<file path="src/rtl/lwbc_pkg.sv">
// Shared constants and command/status types for the line cache.
// No dependencies.
package lwbc_pkg;
    localparam int LINES = 16;
    localparam int SLOT_W = $clog2(LINES);
    localparam int OFF_W = 2;
    localparam int LINES_PER_SEGMENT = 8;
    localparam int SEG_W = $clog2(LINES_PER_SEGMENT);
    localparam int LINE_W = 18;
    localparam int BLK_W = 20;
    localparam int SADDR_W = 15;
    // result fields packed from kind up, last in the top bit
    localparam int RES_W = 48;
    localparam logic [1:0] OP_READ  = 2'd0;
    localparam logic [1:0] OP_WRITE = 2'd1;
    localparam logic [1:0] OP_FLUSH = 2'd2;
    localparam logic [1:0] OP_NONE  = 2'd3;

    typedef struct packed {
        logic             load;    // latch a new item
        logic             claim;   // look up / allocate line_reg
        logic             flush_step; // evaluate flush scan slot
        logic             next_line;  // advance segment line
    } cmd_t;

    typedef struct packed {
        logic [1:0]       op;
        logic             seg_done;   // current segment line is the final one
        logic             scan_done;  // flush scan at its final slot
    } status_t;
endpackage

</file>
<file path="src/rtl/lwbc_datapath.sv">
// Tag, dirty, valid and LRU rank storage with the claim and flush scan logic.
// Depends on lwbc_pkg.
module lwbc_datapath
(
    input  logic                        clk,
    input  logic                        rst_n,
    input  lwbc_pkg::cmd_t              cmd,
    output lwbc_pkg::status_t           status,
    input  logic [1:0]                  in_op,
    input  logic [lwbc_pkg::BLK_W-1:0]  in_blk,
    input  logic [lwbc_pkg::SADDR_W-1:0] in_seg,
    output logic                        res_emit,
    output logic [lwbc_pkg::RES_W-1:0]  res_data
);
    localparam int L = lwbc_pkg::LINES;
    localparam int SW = lwbc_pkg::SLOT_W;
    localparam int LW = lwbc_pkg::LINE_W;

    logic [L-1:0]      valid_reg, dirty_reg;
    logic [LW-1:0]     tag_reg [L];
    logic [SW-1:0]     rank_reg [L];
    logic [1:0]        op_reg;
    logic [LW-1:0]     line_reg;
    logic [1:0]        off_reg;
    logic [lwbc_pkg::SEG_W-1:0] seg_cnt_reg;
    logic [SW-1:0]     scan_reg;
    logic              any_reg;

    logic [L-1:0]      match;
    logic              hit;
    logic [SW-1:0]     hit_slot, vic_slot, use_slot;
    logic [L-1:0]      dv;
    logic              last_dirty;

    always_comb
    begin
        hit = 1'b0;
        hit_slot = '0;
        vic_slot = '0;
        for (int k = 0; k < L; k++)
        begin
            match[k] = valid_reg[k] && (tag_reg[k] == line_reg);
            if (match[k])
            begin
                hit = 1'b1;
                hit_slot = SW'(k);
            end
            if (rank_reg[k] == '0)
                vic_slot = SW'(k);
        end
        use_slot = hit ? hit_slot : vic_slot;
        dv = valid_reg & dirty_reg;
        // scan slot is the final dirty one when no dirty slot sits above it
        last_dirty = ((dv >> scan_reg) >> 1) == '0;
    end

    assign status.op = op_reg;
    assign status.seg_done = seg_cnt_reg == lwbc_pkg::SEG_W'(lwbc_pkg::LINES_PER_SEGMENT - 1);
    assign status.scan_done = scan_reg == SW'(L - 1);

    logic wbv;
    assign wbv = !hit && valid_reg[vic_slot] && dirty_reg[vic_slot];

    always_comb
    begin
        res_emit = 1'b0;
        res_data = '0;
        if (cmd.claim)
        begin
            res_emit = 1'b1;
            res_data = {status.op == lwbc_pkg::OP_READ || status.seg_done,
                        (op_reg == lwbc_pkg::OP_READ) ? off_reg : 2'd0,
                        line_reg,
                        wbv ? tag_reg[vic_slot] : LW'(0),
                        wbv, !hit && op_reg == lwbc_pkg::OP_READ, hit,
                        use_slot, op_reg};
        end
        else if (cmd.flush_step)
        begin
            if (dv[scan_reg])
            begin
                res_emit = 1'b1;
                res_data = {last_dirty, 2'd0, tag_reg[scan_reg], tag_reg[scan_reg],
                            1'b1, 1'b0, 1'b1, scan_reg, lwbc_pkg::OP_FLUSH};
            end
            else if (status.scan_done && !any_reg)
            begin
                res_emit = 1'b1;
                res_data = {1'b1, 45'd0, lwbc_pkg::OP_FLUSH};
            end
        end
    end

    always_ff @(posedge clk or negedge rst_n)
    begin
        if (!rst_n)
        begin
            valid_reg <= '0;
            dirty_reg <= '0;
            for (int k = 0; k < L; k++)
                rank_reg[k] <= SW'(k);
            op_reg <= '0;
            seg_cnt_reg <= '0;
            scan_reg <= '0;
            any_reg <= 1'b0;
        end
        else
        begin
            if (cmd.load)
            begin
                op_reg <= in_op;
                seg_cnt_reg <= '0;
                scan_reg <= '0;
                any_reg <= 1'b0;
            end
            if (cmd.claim)
            begin
                for (int k = 0; k < L; k++)
                    if (rank_reg[k] > rank_reg[use_slot])
                        rank_reg[k] <= rank_reg[k] - 1'b1;
                rank_reg[use_slot] <= SW'(L - 1);
                if (!hit)
                begin
                    valid_reg[use_slot] <= 1'b1;
                    dirty_reg[use_slot] <= op_reg == lwbc_pkg::OP_WRITE;
                end
                else if (op_reg == lwbc_pkg::OP_WRITE)
                    dirty_reg[use_slot] <= 1'b1;
            end
            if (cmd.next_line)
                seg_cnt_reg <= seg_cnt_reg + 1'b1;
            if (cmd.flush_step)
            begin
                if (dv[scan_reg])
                    any_reg <= 1'b1;
                scan_reg <= scan_reg + 1'b1;
            end
        end
    end

    // payload registers without reset
    always_ff @(posedge clk)
    begin
        if (cmd.load)
        begin
            line_reg <= (in_op == lwbc_pkg::OP_READ) ? in_blk[lwbc_pkg::BLK_W-1:2]
                        : {in_seg, lwbc_pkg::SEG_W'(0)};
            off_reg <= in_blk[1:0];
        end
        else if (cmd.next_line)
            line_reg <= line_reg + 1'b1;
        if (cmd.claim && !hit)
            tag_reg[use_slot] <= line_reg;
    end
endmodule

</file>
<file path="src/rtl/lwbc_ctrl.sv">
// Sequencer for reads, segment writes and flush scans; owns the output register.
// Depends on lwbc_pkg.
module lwbc_ctrl
(
    input  logic               clk,
    input  logic               rst_n,
    input  logic               in_valid,
    output logic               in_ready,
    input  logic [1:0]         in_op,
    output lwbc_pkg::cmd_t     cmd,
    input  lwbc_pkg::status_t  status,
    input  logic               res_emit,
    input  logic [lwbc_pkg::RES_W-1:0] res_data,
    output logic               out_valid,
    input  logic               out_ready,
    output logic [lwbc_pkg::RES_W-1:0] out_data
);
    typedef enum logic [1:0] {S_IDLE, S_CLAIM, S_FLUSH} state_t;
    state_t state_reg, state_next;
    logic   out_valid_reg;
    logic   free;

    // output slot is free when empty or being taken now
    assign free = !out_valid_reg || out_ready;
    assign in_ready = state_reg == S_IDLE;
    assign out_valid = out_valid_reg;

    always_comb
    begin
        cmd = '0;
        state_next = state_reg;
        case (state_reg)
            S_IDLE:
            begin
                if (in_valid && in_op != lwbc_pkg::OP_NONE)
                begin
                    cmd.load = 1'b1;
                    state_next = (in_op == lwbc_pkg::OP_FLUSH) ? S_FLUSH : S_CLAIM;
                end
            end
            S_CLAIM:
            begin
                if (free)
                begin
                    cmd.claim = 1'b1;
                    if (status.op == lwbc_pkg::OP_READ || status.seg_done)
                        state_next = S_IDLE;
                    else
                        cmd.next_line = 1'b1;
                end
            end
            S_FLUSH:
            begin
                if (free)
                begin
                    cmd.flush_step = 1'b1;
                    if (status.scan_done)
                        state_next = S_IDLE;
                end
            end
            default: state_next = S_IDLE;
        endcase
    end

    always_ff @(posedge clk or negedge rst_n)
    begin
        if (!rst_n)
        begin
            state_reg <= S_IDLE;
            out_valid_reg <= 1'b0;
            out_data <= '0;
        end
        else
        begin
            state_reg <= state_next;
            if (res_emit)
                out_valid_reg <= 1'b1;
            else if (out_ready)
                out_valid_reg <= 1'b0;
            if (res_emit)
                out_data <= res_data;
        end
    end
endmodule

</file>
<file path="src/rtl/lru_write_back_line_cache.sv">
// Fully associative write-back line cache controller, 16 slots, true LRU.
// Read: accepted in the idle state, then claimed; segment write: accepted, then each of its 8 lines claimed;
// flush: accepted, then one slot scanned per cycle by the flush sequencer while the output slot is free.
// A result waits in the output register; a stalled output holds the sequencer.
// Asynchronous reset: all slots invalid and clean, slot k holds rank k.
module lru_write_back_line_cache
(
    input  logic        clk,
    input  logic        rst_n,
    input  logic        s_axis_tvalid,
    output logic        s_axis_tready,
    input  logic [39:0] s_axis_tdata,  // op[1:0], block_address[21:2], segment_address[36:22]
    output logic        m_axis_tvalid,
    input  logic        m_axis_tready,
    output logic [47:0] m_axis_tdata,  // kind[1:0], slot[5:2], hit[6], fill_needed[7],
                                       // writeback_valid[8], writeback_line[26:9],
                                       // line_number[44:27], block_offset[46:45]
    output logic        m_axis_tlast
);
    lwbc_pkg::cmd_t    cmd;
    lwbc_pkg::status_t status;
    logic              res_emit;
    logic [lwbc_pkg::RES_W-1:0] res_data, out_data;

    lwbc_datapath u_dp
    (
        .clk(clk), .rst_n(rst_n), .cmd(cmd), .status(status),
        .in_op(s_axis_tdata[1:0]), .in_blk(s_axis_tdata[21:2]),
        .in_seg(s_axis_tdata[36:22]), .res_emit(res_emit), .res_data(res_data)
    );

    lwbc_ctrl u_ctrl
    (
        .clk(clk), .rst_n(rst_n), .in_valid(s_axis_tvalid), .in_ready(s_axis_tready),
        .in_op(s_axis_tdata[1:0]), .cmd(cmd), .status(status), .res_emit(res_emit),
        .res_data(res_data), .out_valid(m_axis_tvalid), .out_ready(m_axis_tready),
        .out_data(out_data)
    );

    assign m_axis_tdata = {1'b0, out_data[46:0]};
    assign m_axis_tlast = out_data[47];
endmodule

</file>
<file path="config.mk">
export PLATFORM = sky130hd
export DESIGN_NAME = lru_write_back_line_cache
export DESIGN_NICKNAME = d
export VERILOG_FILES = /design/src/rtl/lwbc_pkg.sv /design/src/rtl/lwbc_datapath.sv /design/src/rtl/lwbc_ctrl.sv /design/src/rtl/lru_write_back_line_cache.sv
export SDC_FILE = /design/constraint.sdc
export NUM_CORES = 2
export LEC_CHECK = 0
export ABC_AREA = 1
export CAP_MARGIN = 10
export CORE_ASPECT_RATIO = 1.1
export CORE_MARGIN = 3
export CORE_UTILIZATION = 60
export DETAILED_ROUTE_END_ITERATION = 10
export DONT_BUFFER_PORTS = 1
export HOLD_SLACK_MARGIN = 0.03
export PLACE_DENSITY = 0.72
export SYNTH_ARGS = -nofsm -noshare
export SYNTH_HDL_FRONTEND = slang
export SYNTH_SLANG_ARGS = --single-unit
</file>
<file path="constraint.sdc">
create_clock -name clk -period 6.4 [get_ports clk]
set_input_delay 0.32 -clock clk [delete_from_list [all_inputs] [get_ports clk]]
set_output_delay 0.32 -clock clk [all_outputs]
set_load 0.05 [all_outputs]
</file>
==> metrics.csv <==
stage;metric;value;unit
place;Buffers on Ports;0;
detailed_routing;routed vias;31100;
sta;Clock Skew;0.0253;ns
setup_path;R2R Setup Slk;0.59;ns
detailed_routing;wirelength, routed;124000;microns
sta;RSZ-0062 raised after global routing;no;
setup_path;Worst EP required;6.90;ns
setup_path;Buf+Inv Stages, Crit Path;4;
setup_path;critical path's slowest cell;inv_2;
die;core area;0.0514;sq mm
sta;Final min period;5.81;ns
setup_path;worst r2r dst;u_dp.rank_reg[63];
place;dpl hpwl;85100;microns
sta;Worst-Margin Slew;1.14;ns
finish;Antenna Diode Count;0;
setup_path;worst r2r src;u_dp.line_reg[5];
global_routing;initial antenna violation count;4;
detailed_routing;vias per std cell;6.52;
setup_path;cell repeated most along the worst path;nand2_1;
setup_path;Crit path arrival time;6.30;ns
cts;clk_lat worst skew;0.63;ns
die;Die Width;223;microns
finish;synthesis-to-finish area growth;8.58;%
cts;TritonCTS clock tree;built;
sta;Max Fclk;172;MHz
sta;Fin. Hold Viols;0;
setup_path;worst reg2reg path depth;28;
sta;Slew HR;23.7;%
status;outcome;finished, final reports clean;
global_routing;GR Util All Layers;44.3;%
setup_path;Critical Path Start;u_dp.line_reg[5];
global_routing;vias in the first global route;28300;
cts;Num CTS Buffers;52;
finish;proportion of layout cells with a drive suffix above 1;7.18;%
synth;Synth Flop Type;edfxtp_1;
flow_run;Max-cap violations;0;
global_routing;GR Overflow Total;0;
synth;Post-synth EDFFs;308;
sta;# setup viols final;0;
setup_path;CP endpoint kind;flop;
global_routing;first-pass GRT wire length;181000;microns
sta;Max Slew Vio Count;0;
die;full die area;0.0547;sq mm
cts;Post CTS Setup Buffer Count;0;
detailed_routing;Initial DRC Count;4599;
die;num rows;87;
setup_path;worst setup path end;u_dp.rank_reg[63];
setup_path;Worst Setup Start Kind;flop;
cts;root buf cell;clkbuf_16;
cts;CTS Sinks;465;
die;io pins;95;
cts;clock slew at reported path FFs;0.06;ns
synth;post-synth cell types;62;
setup_path;WP depth;28;
sta;crit share post-route;90.7;%
detailed_routing;drt pass-1 iters;8;
setup_path;Top Family by Delay on Critical Path;simple AND/OR/NAND/NOR gates;
finish;Final #Nets;4191;
finish;max FFs per register;288;
synth;Syn Area/Cell;7.56;sq um
synth;Async SR Flop Fraction;33.8;%
sta;setup TNS;0;ns
die;Initial Util;60.7;%
synth;Synth Register Bits;465;
global_routing;largest net degree at the start of global routing;158;
detailed_routing;Avg WL per Cell;25.9;microns
cts;CTS max path bufs;3;
synth;Mapped Area;0.0312;sq mm
synth;sequential area share after synthesis;42.4;%
detailed_routing;Final ANT Viol Nets;0;
place;routability cong.;1.01;
cts;H-tree depth;2;
setup_path;Worst Path Max Fanout;25;
setup_path;critical path class;reg2reg;
die;Die Y;245;microns
setup_path;Slowest Stage Delay on Critical Path;0.63;ns
synth;Syn Inst Count;4122;
synth;syn nets;4250;
synth;synth warn;0;
hold_path;HP Class;in2reg;
detailed_routing;DRC;0;
==> per-layer routing <==
layer / track usage [%] / part of all wire (%) / up-vias
met1: 58.4 / 37 / 14400
met4: 28.8 / 7.7 / 6
met3: 12.7 / 14 / 480
li1: - / - / 14000
met2: 63.8 / 42 / 2304
met5: 0 / 0.028 / -
==> worst min-delay path: cells and delay by family <==
kind / cells / cell delay [ns]
muxes: 1 / 0.12
AOI/OAI and AO/OA: 1 / 0.08
and+or+nand+nor: 1 / 0.04
==> cell type report <==
cell class	count	area [sq um]
clock inverter	33	243
clock buffer	65	1460
inverter	398	1500
tap	667	835
fill	4488	17500
timing repair buffer	120	1080
sequential	465	13200
multi-input combinational	3026	15500
==> stage by stage <==
stage / hold slack, ns / setup slack (ns) / area (sq um) / util [%] / cells
floorplan: 0.0244 / 1.70 / 31200 / - / 4122
global placement: 0.0271 / 0.805 / 31900 / 62.0 / 4649
detailed placement: 0.0268 / 0.739 / 31900 / 62.0 / 4649
CTS: 0.0331 / 0.689 / 33800 / 65.9 / 4773
global route: 0.0526 / 0.0738 / 33900 / 65.9 / 4774
finish: 0.0589 / 0.593 / 33900 / 65.9 / 4774
==> cells in the final DEF, fill, tap and decap left out, types with 9 or more instances in the layout <==
cell type         n
nand3_2           9
o22ai_1          54
nor4_1           42
o211ai_1         91
o221ai_1         22
nand4_1         122
nor3_1           52
dlygate4sd3_1    25
inv_1           372
clkbuf_16        56
nand2_1        1029
xor2_1           90
a21oi_1         198
nor2_2           11
or2_2            15
nand3_1         310
o21ai_1          15
buf_4            85
nor2_1          373
o21ai_0         345
dfrtp_1         124
edfxtp_1        308
dfstp_2          32
a31oi_1          20
o2111ai_1        11
inv_2            21
ha_1             84
or2_1            17
xnor2_1          28
clkinv_2         16
==> synth_stat cells (all sizes together), types with 28 or more instances <==
cell type	count	share of area [%]
a21oi	198	3.2
buf	75	1.3
clkbuf	158	1.9
dfrtp	125	10
dfstp	32	2.7
edfxtp	308	30
ha	84	3.4
inv	395	4.8
nand2	1035	13
nand3	319	5.2
nand4	123	2.5
nor2	390	4.8
nor3	53	0.85
nor4	43	0.88
o211ai	91	2.2
o21ai	360	5.8
o22ai	54	1.1
or2	33	0.66
xnor2	28	0.79
xor2	90	2.5
==> worst min-delay path by stage <==
stage | startpoint | cells after the start | end
global route | s_axis_tdata[25] | 2 | u_dp.line_reg[6]
floorplan | rst_n | 0 | u_ctrl.out_data[0]
detailed placement | rst_n | 0 | u_ctrl.out_data[30]
global placement | rst_n | 0 | u_ctrl.out_data[30]
finish | s_axis_tdata[34] | 3 | u_dp.line_reg[15]
CTS | s_axis_tdata[34] | 3 | u_dp.line_reg[15]
==> repair_timing <==
item                      CTS  global route
hold endpoints to repair  174             0
resized for setup           0             0
hold buffers               26             0
==> cells by family (layout without fill, tap and decap cells) <==
family                   count (synthesis)  count (layout)  synth area share [%]
adder cells (fa/ha/maj)                 84              84                  3.37
buffers and inverters                  631             616                  7.99
multiplexers                             4               4                 0.140
flip-flops                             465             465                  42.4
AO/OA/AOI/OAI                          803             803                  14.8
AND/OR/NAND/NOR                       2016            2016                  28.0
XOR/XNOR                               118             118                  3.31
other                                    1               1                0.0120
Power is not shown: default switching activity piles up to over one toggle a cycle in this logic, so the estimate is an artifact.
